[src/hdl/dcam_pkg.sv]
package dcam_pkg;

  localparam int DATA_W      = 64;
  localparam int IDX_W       = 4;
  localparam int DIFF_W      = 8;
  localparam int THR_W       = 7;
  localparam int AGE_W       = 8;
  localparam int ENTRIES_DEF = 16;

  localparam logic [THR_W-1:0] THR_RESET = 7'd16;
  localparam logic [AGE_W-1:0] AGE_TOP   = 8'h80;
  localparam logic [AGE_W-1:0] AGE_FULL  = 8'hff;

  typedef enum logic [2:0] {
    OP_READ  = 3'd0,
    OP_WRITE = 3'd1,
    OP_EXACT = 3'd2,
    OP_NEAR  = 3'd3,
    OP_CLEAR = 3'd4
  } op_t;

endpackage

[src/hdl/dictionary_cam_with_aging_lru.sv]
// Dictionary store of ENTRIES 64-bit words with an 8-bit age per entry. Each
// request beat carries an operation: read or write one entry by index, exact
// search (last equal entry), nearest search (first entry whose signed
// difference from the word has the strictly smallest magnitude below
// nearest_threshold, then overwritten with the word), or clear. A search miss
// replaces the entry with the lowest age (lowest index on ties); every search
// then shifts all ages right and sets bit 7 of the chosen entry (a replaced
// entry restarts at 8'h80). Exactly one result beat follows each request
// beat. Write, clear and unused codes go from accept straight to S_DONE, a
// read through S_RD and a search through S_SCAN and S_FIN; the scan uses the
// single read port of the word memory, one entry per cycle, with one shared
// compare unit doing the equality, difference and age checks. in_ready is low
// while a request is in progress; a finished result may wait in the output
// register while the next request is taken. The threshold write channel is
// always ready and is meant to be used while no request is in progress.
module dictionary_cam_with_aging_lru #(
  parameter int ENTRIES = dcam_pkg::ENTRIES_DEF
) (
  input  logic                                   clk,
  input  logic                                   rst,
  input  logic                                   cfg_valid,
  output logic                                   cfg_ready,
  input  logic [dcam_pkg::THR_W-1:0]             cfg_data,
  input  logic                                   in_valid,
  output logic                                   in_ready,
  input  logic [2:0]                             func,
  input  logic [dcam_pkg::IDX_W-1:0]             entry_index,
  input  logic [dcam_pkg::DATA_W-1:0]            data_word,
  output logic                                   out_valid,
  input  logic                                   out_ready,
  output logic                                   found,
  output logic [dcam_pkg::IDX_W-1:0]             result_index,
  output logic signed [dcam_pkg::DIFF_W-1:0]     difference,
  output logic [dcam_pkg::DATA_W-1:0]            read_data
);
  import dcam_pkg::*;

  localparam int IW = (ENTRIES > 1) ? $clog2(ENTRIES) : 1;
  localparam int CW = $clog2(ENTRIES + 1);

  typedef enum logic [4:0] {
    S_IDLE = 5'b00001,
    S_RD   = 5'b00010,
    S_SCAN = 5'b00100,
    S_FIN  = 5'b01000,
    S_DONE = 5'b10000
  } state_t;

  state_t state, state_next;

  logic [THR_W-1:0]  thresh;
  logic [DATA_W-1:0] word_mem [ENTRIES];
  logic [DATA_W-1:0] mem_q;
  logic              entry_vld [ENTRIES];
  logic [AGE_W-1:0]  age [ENTRIES];

  logic [2:0]        op_q;
  logic [DATA_W-1:0] w_q;
  logic [IW-1:0]     idx_q;
  logic              idx_ok_q;

  logic [CW-1:0]     scan_cnt;
  logic              cmp_vld;
  logic [IW-1:0]     cmp_idx;

  logic              ex_got, nr_got;
  logic [IW-1:0]     ex_slot, nr_slot, old_slot;
  logic [THR_W-1:0]  best_mag;
  logic [DIFF_W-1:0] best_diff;
  logic [AGE_W-1:0]  low_age;

  logic                     p_found;
  logic [IDX_W-1:0]         p_ridx;
  logic signed [DIFF_W-1:0] p_diff;
  logic [DATA_W-1:0]        p_rdata;

  logic              accept, idx_ok, out_free;
  logic              rd_en, wr_en;
  logic [IW-1:0]     rd_addr, wr_addr;
  logic [DATA_W-1:0] wr_data;
  logic [DATA_W-1:0] entry_val, d;
  logic [THR_W-1:0]  mag;
  logic              small_pos, small_neg, nr_hit;
  logic [AGE_W-1:0]  age_k;
  logic              is_near, got_fin;
  logic [IW-1:0]     slot_fin;

  assign cfg_ready = 1'b1;
  assign in_ready  = (state == S_IDLE);
  assign accept    = in_valid && in_ready;
  assign idx_ok    = ({5'b0, entry_index} < 9'(ENTRIES));
  assign out_free  = !out_valid || out_ready;

  // shared compare unit, one entry per cycle
  assign entry_val = entry_vld[cmp_idx] ? mem_q : '0;
  assign d         = entry_val - w_q;
  assign small_pos = ~|d[DATA_W-1:THR_W];
  assign small_neg = (&d[DATA_W-1:THR_W]) && (|d[THR_W-1:0]);
  assign mag       = d[DATA_W-1] ? (~d[THR_W-1:0] + 7'd1) : d[THR_W-1:0];
  assign nr_hit    = (small_pos || small_neg) && (mag < best_mag);
  assign age_k     = age[cmp_idx];

  assign is_near  = (op_q == OP_NEAR);
  assign got_fin  = is_near ? nr_got : ex_got;
  assign slot_fin = !got_fin ? old_slot : (is_near ? nr_slot : ex_slot);

  always_comb begin
    rd_en   = 1'b0;
    rd_addr = scan_cnt[IW-1:0];
    wr_en   = 1'b0;
    wr_addr = IW'(entry_index);
    wr_data = data_word;
    case (state)
      S_IDLE: begin
        rd_addr = IW'(entry_index);
        rd_en   = accept && (func == OP_READ) && idx_ok;
        wr_en   = accept && (func == OP_WRITE) && idx_ok;
      end
      S_SCAN: begin
        rd_en = (scan_cnt != CW'(ENTRIES));
      end
      S_FIN: begin
        wr_en   = is_near || !got_fin;
        wr_addr = slot_fin;
        wr_data = w_q;
      end
      default: ;
    endcase
  end

  always_comb begin
    state_next = state;
    case (state)
      S_IDLE: begin
        if (accept) begin
          case (func)
            OP_READ:  state_next = S_RD;
            OP_EXACT: state_next = S_SCAN;
            OP_NEAR:  state_next = S_SCAN;
            default:  state_next = S_DONE;
          endcase
        end
      end
      S_RD:   state_next = S_DONE;
      S_SCAN: if (scan_cnt == CW'(ENTRIES) && !cmp_vld) state_next = S_FIN;
      S_FIN:  state_next = S_DONE;
      S_DONE: if (out_free) state_next = S_IDLE;
      default: state_next = S_IDLE;
    endcase
  end

  always_ff @(posedge clk) begin
    if (rst) begin
      state <= S_IDLE;
    end else begin
      state <= state_next;
    end
  end

  always_ff @(posedge clk) begin
    if (rst) begin
      thresh <= THR_RESET;
    end else if (cfg_valid && cfg_ready) begin
      thresh <= cfg_data;
    end
  end

  always_ff @(posedge clk) begin
    if (wr_en) begin
      word_mem[wr_addr] <= wr_data;
    end
    if (rd_en) begin
      mem_q <= word_mem[rd_addr];
    end
  end

  always_ff @(posedge clk) begin
    if (rst) begin
      for (int k = 0; k < ENTRIES; k++) entry_vld[k] <= 1'b0;
    end else if (accept && func == OP_CLEAR) begin
      for (int k = 0; k < ENTRIES; k++) entry_vld[k] <= 1'b0;
    end else if (wr_en) begin
      entry_vld[wr_addr] <= 1'b1;
    end
  end

  always_ff @(posedge clk) begin
    if (rst) begin
      for (int k = 0; k < ENTRIES; k++) age[k] <= '0;
    end else if (accept && func == OP_CLEAR) begin
      for (int k = 0; k < ENTRIES; k++) age[k] <= '0;
    end else if (state == S_FIN) begin
      for (int k = 0; k < ENTRIES; k++) begin
        if (IW'(k) == slot_fin) begin
          age[k] <= got_fin ? ((age[k] >> 1) | AGE_TOP) : AGE_TOP;
        end else begin
          age[k] <= age[k] >> 1;
        end
      end
    end
  end

  // scan sequencer
  always_ff @(posedge clk) begin
    if (rst) begin
      scan_cnt <= '0;
      cmp_vld  <= 1'b0;
    end else if (accept) begin
      scan_cnt <= '0;
      cmp_vld  <= 1'b0;
    end else if (state == S_SCAN) begin
      if (scan_cnt != CW'(ENTRIES)) begin
        scan_cnt <= scan_cnt + 1'b1;
        cmp_vld  <= 1'b1;
      end else begin
        cmp_vld  <= 1'b0;
      end
    end
  end

  always_ff @(posedge clk) begin
    if (state == S_SCAN) begin
      cmp_idx <= scan_cnt[IW-1:0];
    end
  end

  // request latch and running search bests
  always_ff @(posedge clk) begin
    if (accept) begin
      op_q      <= func;
      w_q       <= data_word;
      idx_q     <= IW'(entry_index);
      idx_ok_q  <= idx_ok;
      ex_got    <= 1'b0;
      nr_got    <= 1'b0;
      ex_slot   <= '0;
      nr_slot   <= '0;
      old_slot  <= '0;
      best_mag  <= thresh;
      best_diff <= {1'b0, thresh};
      low_age   <= AGE_FULL;
    end else if (state == S_SCAN && cmp_vld) begin
      if (entry_val == w_q) begin
        ex_got  <= 1'b1;
        ex_slot <= cmp_idx;
      end
      if (nr_hit) begin
        nr_got    <= 1'b1;
        nr_slot   <= cmp_idx;
        best_mag  <= mag;
        best_diff <= d[DIFF_W-1:0];
      end
      if (age_k < low_age) begin
        low_age  <= age_k;
        old_slot <= cmp_idx;
      end
    end
  end

  // pending result
  always_ff @(posedge clk) begin
    if (accept) begin
      p_found <= 1'b0;
      p_ridx  <= '0;
      p_diff  <= '0;
      p_rdata <= '0;
    end else if (state == S_RD) begin
      p_rdata <= (idx_ok_q && entry_vld[idx_q]) ? mem_q : '0;
    end else if (state == S_FIN) begin
      p_found <= got_fin;
      p_ridx  <= IDX_W'(slot_fin);
      p_diff  <= is_near ? $signed(best_diff) : '0;
    end
  end

  // output register
  always_ff @(posedge clk) begin
    if (rst) begin
      out_valid <= 1'b0;
    end else if (state == S_DONE && out_free) begin
      out_valid <= 1'b1;
    end else if (out_ready) begin
      out_valid <= 1'b0;
    end
  end

  always_ff @(posedge clk) begin
    if (state == S_DONE && out_free) begin
      found        <= p_found;
      result_index <= p_ridx;
      difference   <= p_diff;
      read_data    <= p_rdata;
    end
  end

endmodule

[config.mk]
export PLATFORM = sky130hd
export DESIGN_NAME = dictionary_cam_with_aging_lru
export DESIGN_NICKNAME = d
export VERILOG_FILES = /design/src/hdl/dcam_pkg.sv /design/src/hdl/dictionary_cam_with_aging_lru.sv
export SDC_FILE = /design/constraint.sdc
export NUM_CORES = 2
export LEC_CHECK = 0
export ABC_AREA = 1
export BUFFER_PORTS_ARGS = -buffer_cell sky130_fd_sc_hd__buf_4
export CAP_MARGIN = 20
export CELL_PAD_IN_SITES_DETAIL_PLACEMENT = 1
export CELL_PAD_IN_SITES_GLOBAL_PLACEMENT = 1
export CORE_ASPECT_RATIO = 0.8
export CORE_MARGIN = 2
export CORE_UTILIZATION = 40
export CTS_CLUSTER_DIAMETER = 40
export DETAILED_ROUTE_END_ITERATION = 7
export PLACE_DENSITY_LB_ADDON = 0.1
export SLEW_MARGIN = 20
export SYNTH_ARGS = -nofsm -noshare
export SYNTH_HDL_FRONTEND = slang
export SYNTH_SLANG_ARGS = --single-unit
export TNS_END_PERCENT = 5
[constraint.sdc]
create_clock -name clk -period 5.97 [get_ports clk]
set_input_delay 0.597 -clock clk [delete_from_list [all_inputs] [get_ports clk]]
set_output_delay 0.597 -clock clk [all_outputs]
set_load 0.02 [all_outputs]
; Word level (Yosys, flattened, before mapping)
; Memory sizes are Yosys's and may differ from the RTL's. A register that Yosys moved wholly into a read port is not among the register bits.
; Index checks and enable logic that the tools add are counted.
[classes]
add_sub_neg = 3
order_cmp = 2
n_eq_ne = 31
muxes = 282
bitwise = 66
n_reduce_logical = 35
[op_table]
columns = cell, n
row1 = 8-bit two-way mux, 49
row2 = 1-bit two-way mux, 192
row3 = 64-bit two-way mux, 3
row4 = 7-bit two-way mux, 23
row5 = 64-bit == test, 1
row6 = 1-bit bitwise OR, 64
row7 = 64-bit subtractor, 1
row8 = 57-bit AND reduction, 1
row9 = 57-bit OR reduction, 1
row10 = "4-bit == test, first input constant", 8
row11 = 4-bit two-way mux, 8
row12 = 5-bit one-hot mux with 4 select lines, 1
row13 = "3-bit by 4-bit == test with 1-bit output, first input constant", 4
row14 = 5-bit two-way mux, 3
row15 = 2-bit AND reduction, 6
row16 = "5-bit == test, second input constant", 2
row17 = 5-bit one-hot mux with 2 select lines, 1
row18 = "3-bit by 2-bit == test with 1-bit output, second input constant", 3
row19 = 1-bit logical AND, 9
row20 = "2-bit by 4-bit == test with 1-bit output, first input constant", 2
row21 = 8-bit < comparator, 1
row22 = "7-bit by 1-bit adder with 7-bit output, second input constant", 1
row23 = 7-bit < comparator, 1
row24 = 7-bit NOT, 1
row25 = 22 further kinds, 33
[totals]
regBits = 285
ramBits = 1168
inputBits = 83
out_inout_bits = 80
wordCells = 448
mem_count = 3
[memory_table]
columns = memory, words, width, read_ports, rd_ports_with_merged_regs, write_ports, line
row1 = word_mem, 16, 64, 1, 1, 1, dictionary_cam_with_aging_lru.sv:52  ; logic [DATA_W-1:0] word_mem [ENTRIES];
row2 = age, 16, 8, 17, 1, 16, dictionary_cam_with_aging_lru.sv:55  ; logic [AGE_W-1:0] age [ENTRIES];
row3 = entry_vld, 16, 1, 2, 2, 16, dictionary_cam_with_aging_lru.sv:54  ; logic entry_vld [ENTRIES];

; Logic depth before layout (Yosys ltp)
[depth]
ltp_word = 11
depth_mapped = 37
mapped_depth_nobuf = 34

; Least setup slack after synthesis
; OpenSTA, ideal clock, no wires.
[synth_path]
path_kind = flip-flop to flip-flop
start = register op_q[2]
end = memory word_mem[0][0], enable pin
setup_ns = 0.488
arrival_ns = 4.412
required_time_ns = 5.482
path_slack_ns = 1.070
path_stages_with_launch = 13
path_buffers = 1
synth_period_minus_slack_ns = 4.900
path_cell_list = edfxtp_1 -> nor2_2 -> inv_1 -> nand2_1 -> nand2_1 -> buf_2 -> o21ai_0 -> nand2_1 -> o21ai_0 -> inv_1 -> nor2_1 -> inv_1 -> nor2_1
[synth_between]
elab_chain_len = 7
elab_cells_between_ends = 10
cone_classes = 1 x eq/ne / 7 x mux / 2 x reduce/logical
[synth_lines]
columns = item, line
row1 = from (decl), dictionary_cam_with_aging_lru.sv:57  ; logic [2:0] op_q;
row2 = from (signal assigned), dictionary_cam_with_aging_lru.sv:230  ; op_q <= func;
row3 = 3-bit by 2-bit == test with 1-bit output *, dictionary_cam_with_aging_lru.sv:103  ; assign is_near = (op_q == OP_NEAR);
row4 = 1-bit two-way mux, dictionary_cam_with_aging_lru.sv:104  ; assign got_fin = is_near ? nr_got : ex_got;
row5 = 1-bit zero test, dictionary_cam_with_aging_lru.sv:123  ; wr_en = is_near || !got_fin;
row6 = 1-bit logical OR, dictionary_cam_with_aging_lru.sv:123
row7 = 1-bit one-hot mux with 2 select lines, dictionary_cam_with_aging_lru.sv:113  ; case (state)
row8 = 1-bit two-way mux, dictionary_cam_with_aging_lru.sv:169  ; if (wr_en) begin
row9 = 1-bit two-way mux (not written as such), dictionary_cam_with_aging_lru.sv:170  ; word_mem[wr_addr] <= wr_data;
row10 = to (decl), dictionary_cam_with_aging_lru.sv:52
; Every way passes the cells marked *; elsewhere a longest branch is shown, timed or not.

==> qor.csv <==
stage,metric,value,unit
global_route,number of global-route vias before repair,50200,
sta,setup ws final,0.508,ns
clock_tree,"Reg clk slew, reported paths",0.05,ns
sta,"Hold Vio Cnt, Final",0,
floorplan,initial core utilization,40.1,%
clock_tree,H-tree Lvls,4,
critical_path,Crit path buffers/inverters,5,
placed_design,PortBufs,161,
synth,Mapped Nets,6510,
placed_design,pre-CTS setup slack,0.343,ns
power,worst vdd ir,316,uV
global_route,total grt overflow,0,
power,Pleak,30.0,nW
floorplan,Die Span X,461,um
critical_path,CP max FO,21,
synth,number of library cell types mapped by synthesis,48,
global_route,first-pass GRT wire length,336000,um
worst_hold_path,min-delay src,data_word[44],
floorplan,full die area,170000,um2
floorplan,Site Rows,134,
cells_and_area,Syn-to-layout area delta,18.4,%
critical_path,crit end category,flop,
global_route,largest net degree at the start of global routing,162,
sta,Worst-Margin Slew,1.06,ns
critical_path,critical path arrival,5.95,ns
outcome,status,completed,
clock_tree,later-pin clock latency in the skew report,0.84,ns
critical_path,cell mode on critical path,nand2_1,
sta,Max Clk Rate,183,MHz
critical_path,R2R Setup Slk,0.51,ns
synth,Yosys reg bits,1524,
sta,Tmin final,5.46,ns
critical_path,reg2reg end,best_diff[3]$_DFFE_PP_,
routing,DR iter-0 viols,4343,
sta,fin. max-slew vios,0,
worst_hold_path,HP Class,primary input to flop,
routing,First-pass DRT Iterations,5,
clock_tree,post-CTS setup buffers,0,
synth,Syn Inst Count,6342,
routing,post-route ant nets,0,
critical_path,Slowest Stage Delay on Critical Path,0.50,ns
cells_and_area,layout cells sized above 1,11.0,%
synth,Synth Area per Inst,10.5,um2
clock_tree,Clock Sinks,1524,
routing,number of vias per cell,5.44,
cells_and_area,nets,6795,
critical_path,CP Launch Type,flop,
synth,Ys Warns,0,
cells_and_area,"leading cell types in the layout, fill and taps excluded","1380 x edfxtp_1, 1093 x nand2_1, 861 x nor2_1",
clock_tree,number of buffers created by CTS,196,
cells_and_area,"commonest non-fill, non-tap cell in the layout",edfxtp_1,
sta,final setup fails,0,
sta,Final Cycle Share,91.5,%
clock_tree,maximum root-to-sink buffer count,3,
critical_path,CP max-delay cell,dfxtp_2,
routing,Vias,49200,
clock_tree,clk root buf,clkbuf_16,
sta,setup_tns,0,ns
routing,DRC errors left,0,
worst_hold_path,WHS Endpoint,w_q[44]$_DFFE_PP_,
routing,DR WL/cell,25.4,um
synth,register area share after synthesis,66.4,%
synth,Post-synth EDFFs,1380,
floorplan,core area,166000,um2
floorplan,Ports,163,
critical_path,crit-path leading delay family,simple AND/OR/NAND/NOR gates,
synth,"Primary FF master, synth",edfxtp_1,
synth,asr flop ratio synth,0,%
routing,routed wire length,230000,um
synth,cell area after synthesis,66800,um2
clock_tree,CTS tree,built,
sta,unrepaired setup endpoints after global routing,false,
global_route,antenna violations before repair,11,
critical_path,Worst Setup Path Type,flop to flop,
critical_path,CP required,6.46,ns
global_route,GR Util All Layers,26.8,%
floorplan,Die Ht,369,um
job,max cap viols,0,
sta,Clock Skew,0.0586,ns
critical_path,R2R cell count,31,
sta,Slew Limit Headroom,29.4,%
placed_design,gpl congestion,0.928,
power,power per cell area,363,nW/um2
placed_design,Final HPWL DP,145000,um
worst_hold_path,hold path depth,1,
-- where the power goes --
part / leakage, nW / internal (mW) / switching [mW]
registers: 13.8 / 12.0 / 0.130
logic: 13.0 / 1.21 / 3.36
clock network: 3.23 / 7.03 / 4.95
total: 30.0 / 20.2 / 8.44
-- worst register-to-register path, delay by kind of cell, from the launching register on --
| kind | cells | cell delay [ns] |
|---|---|---|
| and+or+nand+nor | 20 | 2.66 |
| DFF | 1 | 0.50 |
| AOI/OAI and AO/OA | 3 | 0.39 |
| buffers and inverters | 5 | 0.69 |
| xor gates and xnor gates | 1 | 0.21 |
| adders and majority gates | 2 | 0.68 |
-- per-layer routing --
layer / vias to the layer above / GRT usage, % / part of all wire (%)
met5: - / 0 / 0.0061
met2: 1308 / 43.4 / 47
met3: 334 / 3.81 / 5.1
met1: 24900 / 36.6 / 44
met4: 2 / 9.48 / 3.5
li1: 22700 / - / -
-- layout make-up --
type	instances	area [um2]
flip-flops and latches	1524	44300
clock buffers	231	5120
repair buffers	406	3710
well taps	2244	2810
diodes	4	10.0
clock inverters	138	1560
fillers	18000	87300
multi-input cells	3825	18900
inverters	674	2560
-- synth_stat cells (10+ instances only) --
library cell | count | area, um2
a21oi_1 | 176 | 881
buf_1 | 19 | 71.3
buf_2 | 17 | 85.1
clkbuf_1 | 280 | 1050
dfxtp_1 | 144 | 2880
edfxtp_1 | 1380 | 41400
ha_1 | 84 | 1050
inv_1 | 660 | 2480
inv_2 | 11 | 41.3
nand2_1 | 1096 | 4110
nand2_2 | 19 | 119
nand3_1 | 273 | 1370
nand3b_1 | 10 | 75.1
nand4_1 | 25 | 156
nor2_1 | 879 | 3300
nor2_2 | 14 | 87.6
nor3_1 | 50 | 250
o211ai_1 | 99 | 743
o21ai_0 | 764 | 3820
o221ai_1 | 200 | 1750
o22ai_1 | 73 | 457
xor2_1 | 10 | 87.6
-- kinds of logic (layout without fill, tap and decap cells) --
| family | Yosys count | after routing | share of synthesized area (%) |
|---|---|---|---|
| xor+xnor | 14 | 14 | 0.184 |
| simple gates | 2390 | 2390 | 14.5 |
| compound gates | 1335 | 1335 | 11.7 |
| fa+ha+maj | 85 | 85 | 1.60 |
| other cells | 1 | 5 | 0.00562 |
| flops | 1524 | 1524 | 66.4 |
| buf+inv | 993 | 1449 | 5.64 |
-- state kept, by name (all words and copies together) (netlist names), 16 cells and up, named ones only --
register / cells
age: 128
p_rdata: 64
read_data: 64
w_q: 64
word_mem: 1024
entry_vld: 16
mem_q: 64
-- metrics by stage --
step                      hold WS, ns  power (mW)  cell area, um2  util (%)  instances
after floorplan                 0.403        14.9           66800         -       6342
after global placement          0.408        16.7           71600      43.0       8598
after detailed placement        0.409        16.8           71600      43.0       8598
after CTS                     0.00761        28.8           79000      47.5       9042
after global routing          0.00967        29.7           79000      47.5       9043
final                          0.0519        28.6           79000      47.5       9046
-- how the worst max path moves through the flow --
stage                                  from                       end  cells after the start
after CTS                              flop     best_mag[4]$_DFFE_PP_                     29
after global placement                 flop    best_diff[6]$_DFFE_PP_                     28
final                                  flop    best_diff[3]$_DFFE_PP_                     31
after global routing                   flop     best_mag[3]$_DFFE_PP_                     30
after floorplan           op_q[2]$_DFFE_PP_  word_mem[0][0]$_DFFE_PP_                     12
after detailed placement               flop    best_diff[6]$_DFFE_PP_                     29
-- what timing repair did --
| item | 4_1_cts | 5_1_grt |
|---|---|---|
| hold buffers | 75 | 0 |
| gates resized for setup | 0 | 2 |
| hold endpoints to repair | 77 | 0 |
| setup endpoints to repair | 0 | 13 |
Note: power is estimated with default switching activity, not from simulation.
